[config.mk]
export PLATFORM = sky130hd
export DESIGN_NAME = rgb_to_hsv_convert_top_flat
export DESIGN_NICKNAME = d
export VERILOG_FILES = /design/src/rtl/core/rhc_pkg.sv /design/src/rtl/core/rhc_if.sv /design/src/rtl/core/rgb_to_hsv_convert_top.sv /design/src/flat_wrapper.sv
export VERILOG_INCLUDE_DIRS = /design/src /design/src/rtl/core
export SDC_FILE = /design/constraint.sdc
export NUM_CORES = 1
export LEC_CHECK = 0
export BUFFER_PORTS_ARGS = -buffer_cell sky130_fd_sc_hd__buf_2
export CAP_MARGIN = 10
export CORE_MARGIN = 1.5
export CORE_UTILIZATION = 60
export CTS_CLUSTER_DIAMETER = 50
export DETAILED_ROUTE_END_ITERATION = 8
export PLACE_DENSITY_LB_ADDON = 0.08
export RECOVER_POWER = 25
export SKIP_CTS_REPAIR_TIMING = 1
export SLEW_MARGIN = 20
export SYNTH_ARGS = -nofsm -noshare
export SYNTH_HDL_FRONTEND = slang
export SYNTH_SLANG_ARGS = --single-unit
[constraint.sdc]
create_clock -name clock -period 6.6 [get_ports clock]
set_input_delay 1.32 -clock clock [delete_from_list [all_inputs] [get_ports clock]]
set_output_delay 1.32 -clock clock [all_outputs]
set_load 0.05 [all_outputs]
[src/rtl/core/rgb_to_hsv_convert_top_assert.svh]
// Assertion macros shared by the RGB to HSV conversion RTL.
`ifndef RGB_TO_HSV_CONVERT_TOP_ASSERT_SVH
`define RGB_TO_HSV_CONVERT_TOP_ASSERT_SVH

// Same-cycle implication, disabled while reset is high.
`define RHC_ASSERT_IMPLY(label, clk, rst, ante, cons) \
   label: assert property (@(posedge clk) disable iff (rst) (ante) |-> (cons)) \
      else $error("rgb_to_hsv_convert_top: same-cycle check failed");

// Next-cycle implication, disabled while reset is high.
`define RHC_ASSERT_NEXT(label, clk, rst, ante, cons) \
   label: assert property (@(posedge clk) disable iff (rst) (ante) |=> (cons)) \
      else $error("rgb_to_hsv_convert_top: next-cycle check failed");

`endif

[src/rtl/core/rhc_pkg.sv]
// Package of types and constants for the RGB to HSV conversion.
package rhc_pkg;

   // Hue is 9.6 fixed point degrees.
   localparam int HUE_BITS   = 15;
   // Quotient bits of one sector span: at most 60 degrees = 3840.
   localparam int HUE_Q_BITS = 12;

   localparam logic [HUE_BITS-1:0] SECTOR_SPAN   = 15'd3840;
   localparam logic [HUE_BITS-1:0] HUE_DEG_120   = 15'd7680;
   localparam logic [HUE_BITS-1:0] HUE_DEG_240   = 15'd15360;
   localparam logic [HUE_BITS-1:0] HUE_FULL_TURN = 15'd23040;

   // Which channel is largest, and for red which side of zero degrees.
   typedef enum logic [1:0] {
      SECTOR_RED_LOW  = 2'd0,
      SECTOR_GREEN    = 2'd1,
      SECTOR_BLUE     = 2'd2,
      SECTOR_RED_HIGH = 2'd3
   } sector_type;

   function automatic logic [HUE_BITS-1:0] sector_base(input sector_type sector);
      logic [HUE_BITS-1:0] base;
      case (sector)
         SECTOR_RED_LOW:  base = '0;
         SECTOR_GREEN:    base = HUE_DEG_120;
         SECTOR_BLUE:     base = HUE_DEG_240;
         SECTOR_RED_HIGH: base = HUE_FULL_TURN;
         default:         base = '0;
      endcase
      return base;
   endfunction

endpackage

[src/rtl/core/rhc_if.sv]
// Valid/ready channel interfaces for RGB pixels and HSV results.
interface rhc_pix_if #(parameter int CHANNEL_BITS = 8);
   logic                    valid;
   logic                    ready;
   logic [CHANNEL_BITS-1:0] red;
   logic [CHANNEL_BITS-1:0] green;
   logic [CHANNEL_BITS-1:0] blue;

   modport source (output valid, red, green, blue, input ready);
   modport sink   (input valid, red, green, blue, output ready);
endinterface

interface rhc_hsv_if #(parameter int CHANNEL_BITS = 8);
   import rhc_pkg::*;
   logic                    valid;
   logic                    ready;
   logic [HUE_BITS-1:0]     hue;
   logic [CHANNEL_BITS-1:0] saturation;
   logic [CHANNEL_BITS-1:0] brightness;

   modport source (output valid, hue, saturation, brightness, input ready);
   modport sink   (input valid, hue, saturation, brightness, output ready);
endinterface

[src/rtl/core/rgb_to_hsv_convert_top.sv]
// Pipelined RGB to HSV pixel converter, top level.
//
// Use: drive pixels on req_pix (red, green, blue) with valid/ready; an item
// moves at every rising edge where valid and ready are both high. Results
// leave on rsp_hsv as hue (degrees, 6 fraction bits), saturation (0..full
// scale, floor) and brightness (largest channel), in input order.
// DIV_STAGES = max(12, CHANNEL_BITS). One item per cycle is sustained while
// rsp_hsv.ready stays high.
// Pipeline: one stage picks the largest channel and the chroma, one forms
// both dividends, then DIV_STAGES restoring-division stages retire one
// quotient bit each for hue and saturation side by side, then the output
// register forms the final hue. The division depth sets the latency.
// Stall: each stage moves when it is empty or its successor moves, so a
// stalled rsp_hsv fills bubbles first and drops req_pix.ready only when
// every stage holds an item. Nothing is lost or repeated.
// Reset (synchronous, active high) clears every valid bit; the datapath
// needs no clearing and no item is held over.
module rgb_to_hsv_convert_top #(
   parameter int CHANNEL_BITS = 8
) (
   input logic       clock,
   input logic       reset,
   rhc_pix_if.sink   req_pix,
   rhc_hsv_if.source rsp_hsv
);
   import rhc_pkg::*;

   `include "rgb_to_hsv_convert_top_assert.svh"

   localparam int CB         = CHANNEL_BITS;
   localparam int DIV_STAGES = (CB > HUE_Q_BITS) ? CB : HUE_Q_BITS;
   localparam int DW         = CB + DIV_STAGES;

   typedef struct packed {
      logic [DW-1:0]         rem_hue;
      logic [DW-1:0]         rem_sat;
      logic [DIV_STAGES-1:0] quo_hue;
      logic [DIV_STAGES-1:0] quo_sat;
      logic [CB-1:0]         den;
      logic [CB-1:0]         mx;
      sector_type            sector;
      logic                  neg;
   } div_stage_type;

   // ---------------- handshake: stage moves if empty or successor moves
   logic                  v_f1_ff;
   logic [DIV_STAGES:0]   v_div_ff;
   logic [DIV_STAGES:0]   v_div_in;
   logic                  v_out_ff;
   logic                  rdy_f1;
   logic [DIV_STAGES:0]   rdy_div;
   logic                  rdy_out;

   always_comb begin
      rdy_out = !v_out_ff || rsp_hsv.ready;
      rdy_div[DIV_STAGES] = !v_div_ff[DIV_STAGES] || rdy_out;
      for (int i = DIV_STAGES - 1; i >= 0; i--) begin
         rdy_div[i] = !v_div_ff[i] || rdy_div[i+1];
      end
      rdy_f1 = !v_f1_ff || rdy_div[0];
   end

   assign req_pix.ready = rdy_f1;

   always_comb begin
      v_div_in = v_div_ff;
      if (rdy_div[0]) begin
         v_div_in[0] = v_f1_ff;
      end
      for (int i = 1; i <= DIV_STAGES; i++) begin
         if (rdy_div[i]) begin
            v_div_in[i] = v_div_ff[i-1];
         end
      end
   end

   always_ff @(posedge clock) begin
      if (reset) begin
         v_f1_ff  <= 1'b0;
         v_div_ff <= '0;
         v_out_ff <= 1'b0;
      end else begin
         if (rdy_f1) begin
            v_f1_ff <= req_pix.valid;
         end
         v_div_ff <= v_div_in;
         if (rdy_out) begin
            v_out_ff <= v_div_ff[DIV_STAGES];
         end
      end
   end

   // ---------------- front stage: largest channel, chroma, hue numerator
   logic [CB-1:0] f1_mx_ff,  f1_mx_in;
   logic [CB-1:0] f1_den_ff, f1_den_in;
   logic [CB-1:0] f1_num_ff, f1_num_in;
   sector_type    f1_sector_ff, f1_sector_in;
   logic          f1_neg_ff, f1_neg_in;

   always_comb begin
      logic [CB-1:0] r, g, b;
      logic [CB-1:0] d_br, d_rg, d_gb;
      logic [CB-1:0] mn;
      r = req_pix.red;
      g = req_pix.green;
      b = req_pix.blue;
      // Absolute channel differences, all in parallel.
      d_br = (b >= r) ? b - r : r - b;
      d_rg = (r >= g) ? r - g : g - r;
      d_gb = (g >= b) ? g - b : b - g;
      // Green wins ties, then blue, then red.
      if (g >= r && g >= b) begin
         f1_mx_in     = g;
         mn           = (r < b) ? r : b;
         f1_sector_in = SECTOR_GREEN;
         f1_neg_in    = (b < r);
         f1_num_in    = d_br;
      end else if (b >= g && b >= r) begin
         f1_mx_in     = b;
         mn           = (r < g) ? r : g;
         f1_sector_in = SECTOR_BLUE;
         f1_neg_in    = (r < g);
         f1_num_in    = d_rg;
      end else if (g >= b) begin
         f1_mx_in     = r;
         mn           = b;
         f1_sector_in = SECTOR_RED_LOW;
         f1_neg_in    = 1'b0;
         f1_num_in    = d_gb;
      end else begin
         f1_mx_in     = r;
         mn           = g;
         f1_sector_in = SECTOR_RED_HIGH;
         f1_neg_in    = 1'b1;
         f1_num_in    = d_gb;
      end
      f1_den_in = f1_mx_in - mn;
   end

   always_ff @(posedge clock) begin
      if (rdy_f1) begin
         f1_mx_ff     <= f1_mx_in;
         f1_den_ff    <= f1_den_in;
         f1_num_ff    <= f1_num_in;
         f1_sector_ff <= f1_sector_in;
         f1_neg_ff    <= f1_neg_in;
      end
   end

   // ---------------- dividend stage and division stages
   div_stage_type div_ff [DIV_STAGES+1];
   div_stage_type div_in [DIV_STAGES+1];
   div_stage_type div0_in;

   always_comb begin
      div0_in.rem_hue = DW'(f1_num_ff) * DW'(SECTOR_SPAN);
      // full scale times chroma: (den << CB) - den
      div0_in.rem_sat = (DW'(f1_den_ff) << CB) - DW'(f1_den_ff);
      div0_in.quo_hue = '0;
      div0_in.quo_sat = '0;
      div0_in.den     = f1_den_ff;
      div0_in.mx      = f1_mx_ff;
      div0_in.sector  = f1_sector_ff;
      div0_in.neg     = f1_neg_ff;
   end

   assign div_in[0] = div0_in;

   for (genvar k = 0; k < DIV_STAGES; k++) begin : g_div
      localparam int QBIT = DIV_STAGES - 1 - k;
      div_stage_type step_in;

      // Retire quotient bit QBIT of both divisions.
      always_comb begin
         logic [DW-1:0] sub_hue, sub_sat;
         sub_hue = DW'(div_ff[k].den) << QBIT;
         sub_sat = DW'(div_ff[k].mx) << QBIT;
         step_in = div_ff[k];
         if (div_ff[k].rem_hue >= sub_hue) begin
            step_in.rem_hue       = div_ff[k].rem_hue - sub_hue;
            step_in.quo_hue[QBIT] = 1'b1;
         end
         if (div_ff[k].rem_sat >= sub_sat) begin
            step_in.rem_sat       = div_ff[k].rem_sat - sub_sat;
            step_in.quo_sat[QBIT] = 1'b1;
         end
      end

      assign div_in[k+1] = step_in;
   end

   // Advance each division stage when it may move; hold it otherwise.
   always_ff @(posedge clock) begin
      for (int i = 0; i <= DIV_STAGES; i++) begin
         if (rdy_div[i]) begin
            div_ff[i] <= div_in[i];
         end
      end
   end

   // ---------------- output register: sector offset and special cases
   logic [HUE_BITS-1:0] hue_ff, hue_in;
   logic [CB-1:0]       sat_ff, sat_in;
   logic [CB-1:0]       bright_ff;

   always_comb begin
      logic [HUE_BITS-1:0] base, quo;
      base = sector_base(div_ff[DIV_STAGES].sector);
      quo  = HUE_BITS'(div_ff[DIV_STAGES].quo_hue[HUE_Q_BITS-1:0]);
      // Grey pixel: no chroma, hue is zero.
      if (div_ff[DIV_STAGES].den == '0) begin
         hue_in = '0;
      end else if (div_ff[DIV_STAGES].neg) begin
         hue_in = base - quo;
      end else begin
         hue_in = base + quo;
      end
      // Black pixel: saturation is zero.
      sat_in = (div_ff[DIV_STAGES].mx == '0) ? '0 : div_ff[DIV_STAGES].quo_sat[CB-1:0];
   end

   always_ff @(posedge clock) begin
      if (rdy_out) begin
         hue_ff    <= hue_in;
         sat_ff    <= sat_in;
         bright_ff <= div_ff[DIV_STAGES].mx;
      end
   end

   assign rsp_hsv.valid      = v_out_ff;
   assign rsp_hsv.hue        = hue_ff;
   assign rsp_hsv.saturation = sat_ff;
   assign rsp_hsv.brightness = bright_ff;

   // ---------------- assertions
   `RHC_ASSERT_IMPLY(a_no_chroma_no_hue, clock, reset, rsp_hsv.valid && (rsp_hsv.saturation == '0), rsp_hsv.hue == '0)
   `RHC_ASSERT_IMPLY(a_hue_in_turn, clock, reset, rsp_hsv.valid, rsp_hsv.hue <= HUE_FULL_TURN)
   `RHC_ASSERT_NEXT(a_item_enters, clock, reset, req_pix.valid && req_pix.ready, v_f1_ff)
   `RHC_ASSERT_NEXT(a_last_div_holds, clock, reset, v_div_ff[DIV_STAGES] && !rdy_out, v_div_ff[DIV_STAGES] && $stable(div_ff[DIV_STAGES]))

endmodule

[src/flat_wrapper.sv]
// flat-port wrapper written by rule: the top's interface ports become plain ports
module rgb_to_hsv_convert_top_flat import rhc_pkg::*;
#(
   parameter int CHANNEL_BITS = 8
)
  (clock, reset, req_pix_valid, req_pix_red, req_pix_green, req_pix_blue, req_pix_ready, rsp_hsv_valid, rsp_hsv_hue, rsp_hsv_saturation, rsp_hsv_brightness, rsp_hsv_ready);
  rhc_pix_if #(.CHANNEL_BITS(CHANNEL_BITS)) req_pix_i ();
  rhc_hsv_if #(.CHANNEL_BITS(CHANNEL_BITS)) rsp_hsv_i ();
  input logic clock;
  input logic reset;
  input wire logic [$bits(req_pix_i.valid)-1:0] req_pix_valid;
  input wire logic [$bits(req_pix_i.red)-1:0] req_pix_red;
  input wire logic [$bits(req_pix_i.green)-1:0] req_pix_green;
  input wire logic [$bits(req_pix_i.blue)-1:0] req_pix_blue;
  output wire logic [$bits(req_pix_i.ready)-1:0] req_pix_ready;
  output wire logic [$bits(rsp_hsv_i.valid)-1:0] rsp_hsv_valid;
  output wire logic [$bits(rsp_hsv_i.hue)-1:0] rsp_hsv_hue;
  output wire logic [$bits(rsp_hsv_i.saturation)-1:0] rsp_hsv_saturation;
  output wire logic [$bits(rsp_hsv_i.brightness)-1:0] rsp_hsv_brightness;
  input wire logic [$bits(rsp_hsv_i.ready)-1:0] rsp_hsv_ready;
  assign req_pix_i.valid = req_pix_valid;
  assign req_pix_i.red = req_pix_red;
  assign req_pix_i.green = req_pix_green;
  assign req_pix_i.blue = req_pix_blue;
  assign req_pix_ready = req_pix_i.ready;
  assign rsp_hsv_valid = rsp_hsv_i.valid;
  assign rsp_hsv_hue = rsp_hsv_i.hue;
  assign rsp_hsv_saturation = rsp_hsv_i.saturation;
  assign rsp_hsv_brightness = rsp_hsv_i.brightness;
  assign rsp_hsv_i.ready = rsp_hsv_ready;
  rgb_to_hsv_convert_top #(.CHANNEL_BITS(CHANNEL_BITS)) u_core (.clock(clock), .reset(reset), .req_pix(req_pix_i), .rsp_hsv(rsp_hsv_i));
endmodule
==> results of run 1 <==
==> worst register-to-register path: stages (launching register included) <==
cell and delay, ns:
edfxtp_1 0.49, fa_1 0.61, inv_1 0.07, fa_1 0.49, inv_1 0.06, ha_1 0.27, a21o_1 0.16, a21oi_1 0.23
o21bai_1 0.10, a21oi_1 0.22, o21bai_1 0.09, a21oi_1 0.23, o21bai_1 0.09, a21oi_1 0.17, xnor2_1 0.13
==> sequential cells by signal (all words and copies together), names as in the netlist <==
register / cells
u_core.rsp_hsv.saturation: 8
u_core.f1_mx_ff: 8
u_core.f1_neg_ff: 1
u_core.f1_den_ff: 8
u_core.rsp_hsv.brightness: 8
u_core.f1_num_ff: 8
u_core.rsp_hsv.valid: 1
u_core.rsp_hsv.hue: 15
u_core.f1_sector_ff: 2
u_core.v_f1_ff: 1
u_core.v_div_ff: 13
u_core.div_ff: 758
==> metrics by stage <==
stage | cells | area (um2) | hold WS, ns | setup slack (ns) | total power, mW
floorplan | 3509 | 42190 | 0.4003 | 0.8638 | 17.68
global placement | 4479 | 43710 | 0.4013 | 0.7378 | 19.77
detailed placement | 4479 | 43710 | 0.4045 | 0.7431 | 20.29
CTS | 4655 | 46790 | 0.3940 | 1.142 | 25.39
global route | 4655 | 46810 | 0.4047 | 0.7852 | 27.14
finish | 4655 | 46810 | 0.3929 | 1.108 | 25.32
==> worst paths after layout <==
check | endpoint | from | slack (ns)
worst max register to register | u_core.div_ff[0][82] | u_core.f1_num_ff[0] | 2.95
worst min register to register | u_core.div_ff[0][334] | u_core.div_ff[0][251] | 0.39
worst max-delay path | req_pix_ready | rsp_hsv_ready | 1.11
worst min-delay path | u_core.div_ff[0][334] | u_core.div_ff[0][251] | 0.39
==> metal layers <==
metal,global-route usage [%],routed length [um],up-vias
li1,-,-,12920
met1,24.88,31700,12470
met2,42.27,42880,486
met3,2.621,2334,159
met4,8.994,2606,0
met5,0,0,-
==> final cells by class <==
| class | instances | area share, % |
|---|---|---|
| Sequential cell | 831 | 52.99 |
| Multi-Input combinational cell | 2241 | 33.79 |
| Inverter | 379 | 3.039 |
| Tap cell | 940 | 2.512 |
| Clock inverter | 67 | 1.374 |
| Clock buffer | 109 | 5.207 |
| Timing Repair Buffer | 88 | 1.091 |
==> kinds of logic (layout without fill, tap and decap cells) <==
kind of cell | after synthesis | in the layout | share of synthesized area [%]
and+or+nand+nor | 962 | 962 | 11.20
AOI/OAI and AO/OA | 663 | 663 | 9.551
xor gates and xnor gates | 242 | 242 | 5.023
other | 1 | 1 | 0.008887
DFF | 831 | 831 | 58.78
muxes | 57 | 57 | 1.423
buffers and inverters | 437 | 643 | 3.893
adders and majority gates | 316 | 316 | 10.12
==> synth_stat cells, drive strengths merged, types with 6 or more instances <==
cell	n	area share, %
a211oi	19	0.34
a21boi	44	0.78
a21o	50	0.89
a21oi	184	2.2
a31oi	18	0.27
and2	27	0.40
and3	14	0.21
clkbuf	53	0.47
dfxtp	15	0.71
edfxtp	816	58
fa	42	2.0
ha	274	8.1
inv	379	3.4
mux2	24	0.64
mux2i	33	0.78
nand2	231	2.1
nand2b	49	0.73
nand3	36	0.43
nand3b	15	0.27
nand4	34	0.50
nor2	279	2.5
nor2b	68	1.0
nor3	71	0.84
nor3b	8	0.14
nor4	56	0.85
nor4b	6	0.12
o211ai	7	0.12
o21a	18	0.32
o21ai	220	2.6
o21bai	9	0.19
o22ai	8	0.12
o31ai	40	0.71
or3	31	0.47
or4	18	0.32
xnor2	118	2.4
xor2	124	2.6
==> power by group through the flow <==
stage	clock, mW	sequential [mW]	combinational, mW
2_1_floorplan	0	10.1	7.60
3_3_place_gp	0	10.4	9.35
3_5_place_dp	0	10.5	9.77
4_1_cts	5.11	10.4	9.85
5_1_grt	5.32	10.7	11.2
6_report	5.00	10.4	9.89
==> summary.txt, run 1 <==
Run status
  – Status: complete, no violations

Layout
  – Fillers: 5008
  – Commonest non-fill, non-tap cell in the layout: edfxtp_1
  – Commonest cells after routing, fill and taps aside: 816 x edfxtp_1, 355 x inv_1, 279 x nor2_1
  – Share of cells above drive strength 1: 7.725%
  – Multi-input combinational cell area: 15820 um2
  – P&R area growth vs syn: 10.95%
  – Antenna cells: 0
  – Finished Core Util: 67.08%
  – Layout Nets: 3978
  – Seq. cell area: 24800 um2

Floorplanning
  – Rows: 97
  – Die extent in y: 268.2 um
  – Die area: 71920 um2
  – Core Area: 69790 um2
  – # IOs: 61
  – Starting Density: 60.46%
  – Chip Width: 268.2 um

STA
  – Total negative setup slack: 0 ns
  – Worst slew margin: 29.29%
  – Max Slew Vio Count: 0
  – Final Hold Fails: 0
  – RSZ-0062 raised after global routing: no
  – Fin crit period: 5.492 ns
  – Setup violators final: 0
  – Worst-Margin Slew: 1.061 ns
  – Worst clock skew: 0.05081 ns
  – Tcrit/Tclk final: 83.22%
  – Fmax: 0.1821 GHz

Global route
  – Vias in the first global route: 25890
  – Grt ovf: 0
  – First-pass GRT wire length: 126900 um
  – Initial antenna violation count: 0
  – Total GRT Usage: 22.14%
  – Largest net degree at the start of global routing: 70

Power
  – Leak: 18.91 nW
  – Sw Pwr: 9.089 mW
  – Reg power frac: 41.2%
  – Sw Share: 35.90%
  – Clock power share: 19.8%
  – Combinational power share: 39.1%
  – Pwr/cell area: 540.9 nW/um2
  – P_int: 16.23 mW
  – Worst vdd ir: 0.0005896 V

Yosys
  – Synth Net Count: 3853
  – Post-synth EDFFs: 816
  – Cell variety after synth: 74
  – Prevailing post-synth register cell: edfxtp_1
  – Post-synthesis cell count: 3509
  – Flops & latches, synth: 831
  – Netlist Area Pre-Place: 42190 um2
  – Synthesized area per cell: 12.02 um2
  – Register area share after synthesis: 58.78%
  – Async set-or-reset flop fraction in the synthesized netlist: 0%
  – Warnings from Yosys: 0

Setup path
  – Crit path max-delay family: simple AND/OR/NAND/NOR gates
  – R2R cell count: 14
  – CP max stage delay: 0.38 ns
  – Cell count along the critical path: 12
  – WP buf/inv: 4
  – Data arrival, critical path: 4.17 ns
  – WP data required: 5.28 ns
  – Crit path top cell by count: and3_1
  – CP max stage cell: and3_1
  – CP Class: primary input to output pin
  – Worst setup EP type: output pin
  – Startpoint Class: primary input
  – CP Max Fanout: 29
  – Crit-path cells: buf_2 > nor2b_1 > and2_0 > inv_2 > nor2_1 > and2_1 > and3_1 > and3_1 > and3_1 > nand4_1 > buf_4 > buf_2

Route
  – Vias/cell: 5.593
  – Drt pass-1 iters: 5
  – Number of DRC markers in iteration 0: 1414
  – ANT nets after route: 0
  – Drt drc: 0
  – Post-DR wirelength/cell: 17.08 um
  – Vias: 26040
  – Final WL: 79520 um

Place
  – Number of port buffers: 60
  – Detailed placement HPWL: 60620 um
  – GP Congestion: 0.8972

CTS
  – Clock buffer depth: 3
  – Htree depth: 3
  – Clock latency on the worst-skew pair: 0.65 ns
  – Root Driver: clkbuf_16
  – CTS tree: yes
  – CTS Sinks: 831
  – TritonCTS Buffers: 93
  – Clk pin slew, worst setup/hold paths: 0.05 ns

Worst hold path
  – Min-Delay Path Depth: 0
  – Hold Crit Class: register to register

Run
  – Maxcap violations: 0
No activity file was read; power rests on OpenSTA's default activity.
==> run 2, diff against run 1 <==
--- a/config.mk
+++ b/config.mk
@@ -9,7 +9,7 @@
 export BUFFER_PORTS_ARGS = -buffer_cell sky130_fd_sc_hd__buf_2
 export CAP_MARGIN = 10
 export CORE_MARGIN = 1.5
-export CORE_UTILIZATION = 60
+export CORE_UTILIZATION = 58
 export CTS_CLUSTER_DIAMETER = 50
 export DETAILED_ROUTE_END_ITERATION = 8
 export PLACE_DENSITY_LB_ADDON = 0.08
==> constraint.sdc (replaced) <==
create_clock -name clock -period 5 [get_ports clock]
set_input_delay 1 -clock clock [delete_from_list [all_inputs] [get_ports clock]]
set_output_delay 1 -clock clock [all_outputs]
set_load 0.05 [all_outputs]
==> run 2 against run 1 <==
Sequential share of layout area decreased by 0.64 points. Wire length down 1.1%. Combinational power increased by 32%. Clock power rose by 34%. Via count increased by 0.31%. Critical path type unchanged. Highest routed layer unchanged.
==> summary.txt, run 2 (synthesized netlist as in run 1, its figures left out) <==
Setup path
  – CP max stage delay: 0.35 ns (-0.03 ns)
  – Crit path max-delay family: simple AND/OR/NAND/NOR gates
  – CP max stage cell: and3_1
  – R2R cell count: 14 (unchanged)
  – CP Max Fanout: 6 (-79%)
  – Crit path top cell by count: and3_1
  – Startpoint Class: primary input
  – Data arrival, critical path: 3.69 ns (-0.48 ns)
  – Worst setup EP type: output pin
  – WP data required: 4.00 ns (-1.28 ns)
  – Cell count along the critical path: 11 (-1)
  – CP Class: primary input to output pin
  – Crit-path cells: buf_2 > nor2b_1 > and2_1 > inv_4 > nor2_1 > and2_1 > and3_1 > and3_1 > and3_1 > nand4_1 > buf_2
  – WP buf/inv: 3 (-1)

Place
  – GP Congestion: 0.8919 (-0.59%)
  – Cells after DPL: 4560 (+1.8%)
  – DP Area: 44280 um2 (+1.3%)
  – Place WS: -0.09997 ns (-0.8431 ns)
  – Detailed placement HPWL: 60830 um (+0.35%)
  – Number of port buffers: 60 (unchanged)

Global route
  – Total GRT Usage: 21.47% (-0.68 points)
  – Largest net degree at the start of global routing: 76 (+8.6%)
  – Grt ovf: 0 (unchanged)
  – Vias in the first global route: 26630 (+2.9%)
  – First-pass GRT wire length: 128700 um (+1.4%)
  – Initial antenna violation count: 0 (unchanged)

Layout
  – Share of cells above drive strength 1: 9.194% (+1.5 points)
  – Max FFs per register: 758 (unchanged)
  – Seq. cell area: 24800 um2 (unchanged)
  – Biggest regs: u_core.div_ff: 758 flops, u_core.rsp_hsv.hue: 15 flops, u_core.v_div_ff: 13 flops
  – Fillers: 5228 (+4.4%)
  – P&R area growth vs syn: 12.31%
  – Commonest cells after routing, fill and taps aside: 816 x edfxtp_1, 354 x inv_1, 279 x nor2_1
  – Commonest non-fill, non-tap cell in the layout: edfxtp_1
  – Post-route cell area: 47390 um2 (+1.2%)
  – Layout Nets: 4046 (+1.7%)
  – Largest Register: u_core.div_ff
  – Antenna cells: 0 (unchanged)
  – Multi-input combinational cell area: 15810 um2 (about the same)
  – Post-route insts no fill: 4724 (+1.5%)

Route
  – ANT nets after route: 0 (unchanged)
  – Vias: 26120 (+0.31%)
  – Post-DR wirelength/cell: 16.65 um (-2.5%)
  – Vias/cell: 5.529 (-1.2%)
  – Met3 WL: 2377 um (+1.8%)
  – Final WL: 78640 um (-1.1%)
  – Highest routed layer: met4
  – Met2 wire length: 41980 um (-2.1%)
  – Drt drc: 0 (unchanged)
  – Met1 Routed Length: 31240 um (-1.5%)
  – Drt pass-1 iters: 5 (unchanged)
  – Number of DRC markers in iteration 0: 1251 (-12%)

STA
  – PnR worst setup slack: 0.3108 ns (-0.7967 ns)
  – Fin crit period: 4.689 ns
  – Max Slew Vio Count: 0 (unchanged)
  – Final Hold Fails: 0 (unchanged)
  – Total negative setup slack: 0 ns (unchanged)
  – Setup violators final: 0 (unchanged)
  – Worst clock skew: 0.05288 ns (+0.002076 ns)
  – Fmax: 0.2133 GHz
  – RSZ-0062 raised after global routing: no
  – Tcrit/Tclk final: 93.78%
  – Worst slew margin: 30.61% (+1.3 points)
  – Worst-Margin Slew: 1.041 ns (-0.01971 ns)

Worst hold path
  – Hold Crit Class: register to register
  – Min-Delay Path Depth: 0 (unchanged)

CTS
  – Clock latency on the worst-skew pair: 0.66 ns (about the same)
  – Htree depth: 3 (unchanged)
  – CTS tree: yes
  – CTS Sinks: 831 (unchanged)
  – TritonCTS Buffers: 90 (-3.2%)
  – Clock buffer depth: 3 (unchanged)
  – Root Driver: clkbuf_16
  – Clk pin slew, worst setup/hold paths: 0.06 ns (about the same)

Floorplanning
  – Die area: 74380 um2 (+3.4%)
  – Core Area: 71730 um2 (+2.8%)
  – Die extent in y: 272.7 um (+1.7%)
  – # IOs: 61 (unchanged)
  – Chip Width: 272.7 um (+1.7%)
  – Starting Density: 58.82% (-1.6 points)
  – Rows: 98 (+1.0%)

Run
  – Maxcap violations: 0 (unchanged)

Run status
  – Status: complete, no violations

Power
  – Pwr/cell area: 707.5 nW/um2 (+31%)
  – Leak: 19.25 nW (+1.8%)
  – Worst vdd ir: 0.001107 V (+88%)
==> run 2: cell count changes in the layout (fill, tap and decap cells not counted), moves of 2 or more <==
| cell | delta |
|---|---|
| clkinv_4 | +2 |
| bufinv_16 | +6 |
| clkbuf_8 | -2 |
| clkinv_2 | -6 |
| clkinv_1 | -4 |
| buf_12 | +2 |
| inv_6 | -8 |
| clkbuf_16 | -3 |
| clkbuf_1 | +4 |
| buf_4 | +69 |
| clkinvlp_4 | -5 |
| inv_8 | +3 |
==> run 2: worst paths after layout <==
path | startpoint | slack [ns] | end
setup / recovery | rsp_hsv_ready | 0.31 | req_pix_ready
setup reg to reg | u_core.f1_num_ff[0] | 1.30 | u_core.div_ff[0][82]
hold reg to reg | u_core.div_ff[1][2] | 0.39 | u_core.div_ff[1][85]
hold / removal | u_core.div_ff[1][2] | 0.39 | u_core.div_ff[1][85]
==> run 2: report_power, final <==
group	switching, mW	internal, mW
clock network	2.70	3.98
logic	7.25	5.83
registers	1.90	11.9
total	11.9	21.7
==> run 2: final cells by class <==
class | instances | area share [%]
flip-flops and latches | 831 | 52.34
inverters | 379 | 3.007
multi-input cells | 2241 | 33.37
clock buffers | 108 | 4.959
clock inverters | 56 | 1.558
well taps | 950 | 2.508
repair buffers | 159 | 2.255
==> run 2: metal layers <==
layer	vias to the layer above	GRT usage, %
met1	12410	23.74
met2	469	40.94
met3	202	3.031
met4	0	8.874
met5	-	0
li1	13030	-
==> run 2: worst register-to-register path, cell delays in order (launching register included) <==
cell      delay, ns
edfxtp_1       0.50
fa_1           0.62
inv_1          0.07
fa_1           0.50
inv_1          0.07
ha_1           0.29
a21o_1         0.17
a21oi_1        0.23
o21bai_1       0.09
a21oi_1        0.22
o21bai_1       0.09
a21oi_1        0.23
o21bai_1       0.09
a21oi_1        0.18
xnor2_1        0.12
==> run 2: per-stage QoR <==
| stage | util (%) | hold WS (ns) | total power, mW |
|---|---|---|---|
| after CTS | 66.04 | 0.3856 | 33.70 |
| final | 66.06 | 0.3928 | 33.53 |
| after global placement | 61.73 | 0.4003 | 26.16 |
| after floorplan | - | 0.4003 | 23.34 |
| after detailed placement | 61.73 | 0.4045 | 26.86 |
| after global routing | 66.06 | 0.3972 | 35.93 |
==> run 3, diff against run 2 <==
--- a/config.mk
+++ b/config.mk
@@ -6,11 +6,13 @@
 export SDC_FILE = /design/constraint.sdc
 export NUM_CORES = 1
 export LEC_CHECK = 0
+export ABC_AREA = 1
 export BUFFER_PORTS_ARGS = -buffer_cell sky130_fd_sc_hd__buf_2
 export CAP_MARGIN = 10
 export CORE_MARGIN = 1.5
 export CORE_UTILIZATION = 58
 export CTS_CLUSTER_DIAMETER = 50
+export CTS_CLUSTER_SIZE = 28
 export DETAILED_ROUTE_END_ITERATION = 8
 export PLACE_DENSITY_LB_ADDON = 0.08
 export RECOVER_POWER = 25
==> run 3 against run 2 <==
The flow now finishes with violations (capacitance limit, slew limit). Critical endpoint is now u_core.f1_den_ff[6]. Cell count increased by 17%. Non-clock buffer count shrank 63. Via count increased by 13%. Utilization down 1.1 points. Sequential share of layout area fell by 2.1 points. Fmax is 12% higher. Largest power group is now combinational logic. Wire length is 13% higher. Largest cell class unchanged. Power is 5.1% higher. Critical path type is now primary input to register. Clock skew up 0.0048 ns. Critical path depth is 8 higher.
==> summary.txt, run 3 <==
Run status
  – Status: finished with violations
  – Failing checks: capacitance limit, slew limit

Place
  – Detailed placement HPWL: 69040 um (+13%)
  – Number of port buffers: 60 (unchanged)
  – Cells after DPL: 5381 (+18%)
  – GP Congestion: 0.9334 (+4.7%)

Power
  – Worst vdd ir: 0.0007580 V (-32%)
  – Reg power frac: 39.3% (-1.7 points)
  – Sw Pwr: 13.71 mW (+16%)
  – Combinational power share: 40.9% (+1.9 points)
  – Sw Share: 38.88% (+3.5 points)
  – Clock power share: 19.8% (about the same)
  – P_int: 21.54 mW (-0.60%)
  – Leak: 20.99 nW (+9.0%)
  – Pwr/cell area: 714.2 nW/um2 (+0.95%)

STA
  – Fin crit period: 4.192 ns (-0.4969 ns)
  – Final Hold Fails: 0 (unchanged)
  – Worst-Margin Slew: 1.785 ns (+0.7438 ns)
  – Max Slew Vio Count: 32 (+32)
  – RSZ-0062 raised after global routing: no
  – Tcrit/Tclk final: 83.85% (-9.9 points)
  – Worst slew margin: -18.98% (-50 points)
  – Fmax: 0.2385 GHz (+12%)
  – Setup violators final: 0 (unchanged)
  – Worst clock skew: 0.05768 ns (+0.004797 ns)

Yosys
  – Warnings from Yosys: 0 (unchanged)
  – Post-synth EDFFs: 816 (unchanged)
  – Async set-or-reset flop fraction in the synthesized netlist: 0% (unchanged)
  – Netlist Area Pre-Place: 44580 um2 (+5.6%)
  – Biggest area consumer among synthesized cells: edfxtp_1
  – Cell variety after synth: 58 (-22%)
  – Synth top area share: 54.97% (-3.1 points)
  – Post-synth top cells: 816 x edfxtp_1, 744 x nand2_1, 607 x inv_1, 359 x nor2_1, 299 x a21oi_1
  – Synth top area cells: edfxtp_1 55%, ha_1 7.7%, nand2_1 6.3%, inv_1 5.1%, a21oi_1 3.4%
  – Synth Net Count: 4657 (+21%)
  – Register area share after synthesis: 55.64% (-3.1 points)
  – Most common cell in the netlist: edfxtp_1
  – Synthesized area per cell: 10.34 um2 (-14%)
  – Flops & latches, synth: 831 (unchanged)
  – Prevailing post-synth register cell: edfxtp_1
  – Post-synthesis cell count: 4313 (+23%)

Floorplanning
  – Chip Width: 280.2 um (+2.8%)
  – Die extent in y: 280.2 um (+2.8%)
  – Die area: 78530 um2 (+5.6%)
  – # IOs: 61 (unchanged)
  – Rows: 101 (+3.1%)
  – Core Area: 75950 um2 (+5.9%)
  – Starting Density: 58.69% (-0.13 points)

Layout
  – Biggest regs: u_core.div_ff: 758 flops, u_core.rsp_hsv.hue: 15 flops, u_core.v_div_ff: 13 flops
  – Finished Core Util: 64.98% (-1.1 points)
  – Fillers: 6004 (+15%)
  – Largest Register: u_core.div_ff
  – Commonest non-fill, non-tap cell in the layout: edfxtp_1
  – Multi-input combinational cell area: 17150 um2 (+8.5%)
  – Commonest cells after routing, fill and taps aside: 816 x edfxtp_1, 741 x nand2_1, 603 x inv_1
  – Max FFs per register: 758 (unchanged)
  – Post-route insts no fill: 5546 (+17%)
  – Seq. cell area: 24800 um2 (unchanged)
  – Share of cells above drive strength 1: 8.505% (-0.69 points)
  – Layout Nets: 4786 (+18%)
  – P&R area growth vs syn: 10.72%

CTS
  – Clock latency on the worst-skew pair: 0.66 ns (about the same)
  – Root Driver: clkbuf_16
  – Clock buffer depth: 3 (unchanged)
  – Clk pin slew, worst setup/hold paths: 0.07 ns (about the same)
  – CTS tree: yes
  – TritonCTS Buffers: 89 (-1.1%)
  – Htree depth: 3 (unchanged)
  – CTS Sinks: 831 (unchanged)

Route
  – Vias/cell: 5.322 (-3.7%)
  – Drt pass-1 iters: 7 (+2)
  – Number of DRC markers in iteration 0: 1547 (+24%)
  – Vias: 29520 (+13%)
  – Drt drc: 0 (unchanged)
  – ANT nets after route: 0 (unchanged)
  – Post-DR wirelength/cell: 15.97 um (-4.1%)
  – Final WL: 88560 um (+13%)

Setup path
  – Data arrival, critical path: 4.59 ns (+0.90 ns)
  – Worst setup EP type: register
  – CP Max Fanout: 12 (+6)
  – CP Class: primary input to register
  – Startpoint Class: primary input
  – WP data required: 5.40 ns (+1.40 ns)
  – R2R Setup Slk: 1.84 ns (+0.54 ns)

Global route
  – Total GRT Usage: 22.80% (+1.3 points)
  – Vias in the first global route: 29040 (+9.0%)
  – Initial antenna violation count: 0 (unchanged)
  – First-pass GRT wire length: 143400 um (+11%)
  – Largest net degree at the start of global routing: 77 (+1.3%)
  – Grt ovf: 0 (unchanged)

Run
  – Maxcap violations: 1 (+1)

Worst hold path
  – Hold Crit Class: register to register
## run 3: stage by stage
stage	setup slack (ns)	hold WS (ns)	area [um2]	total power, mW	setup TNS, ns
2_1_floorplan	-1.548	0.4003	44600	24.67	-175.61
3_3_place_gp	0.2041	0.4002	46150	28.07	0
3_5_place_dp	0.1797	0.4045	46150	28.38	0
4_1_cts	0.8647	0.4019	49350	35.48	0
5_1_grt	0.5226	0.4027	49350	38.11	0
6_report	0.8077	0.4043	49350	35.25	0
## run 3: kinds of logic (layout without fill, tap and decap cells)
family	count (synthesis)	count (layout)	share of synthesized area, %
flip-flops	831	831	55.64
other	1	2	0.008412
AND/OR/NAND/NOR	1510	1510	14.82
AO/OA/AOI/OAI	739	739	9.290
multiplexers	2	2	0.05052
XOR/XNOR	236	236	4.637
adder cells (fa/ha/maj)	316	316	9.577
buffers and inverters	678	880	5.973
## run 3: final cells by class
cell class	count	share of cell area, %
sequential	831	50.26
multi-input combinational	2804	34.75
inverter	620	4.743
clock buffer	93	4.586
tap	1030	2.611
clock inverter	71	1.899
timing repair buffer	96	1.146
antenna	1	0.005070
## run 3: path summary, 6_finish.rpt
kind,start,end,cells after the start
hold / removal,u_core.div_ff[1][108],u_core.div_ff[1][191],0
setup reg to reg,u_core.f1_num_ff[2],u_core.div_ff[0][80],10
hold reg to reg,u_core.div_ff[1][108],u_core.div_ff[1][191],0
setup / recovery,req_pix_blue[3],u_core.f1_den_ff[6],19
## run 3: worst max-delay path: stages
cell      delay (ns)
buf_2           0.17
inv_1           0.11
ha_1            0.50
a21oi_2         0.25
o21ai_1         0.13
nand2_1         0.14
nand3_2         0.16
nand2_2         0.27
buf_4           0.21
o211ai_1        0.09
o21ai_1         0.12
inv_1           0.07
ha_1            0.24
fa_1            0.42
o21ai_0         0.29
a21oi_1         0.12
nor2_1          0.11
nor2_1          0.06
xnor2_1         0.12
## run 3: power by group through the flow
stage	clock [mW]	sequential (mW)	combinational, mW
after floorplan	0	13.4	11.2
after global placement	0	14.0	14.1
after detailed placement	0	14.0	14.3
after CTS	7.14	13.9	14.4
after global routing	7.40	14.2	16.5
final	6.98	13.9	14.4
## run 3: per-layer routing
layer	wire, um	track usage (%)
met1	37060	27.18
met2	45320	41.79
met3	3304	3.139
met4	2875	8.316
met5	0	0
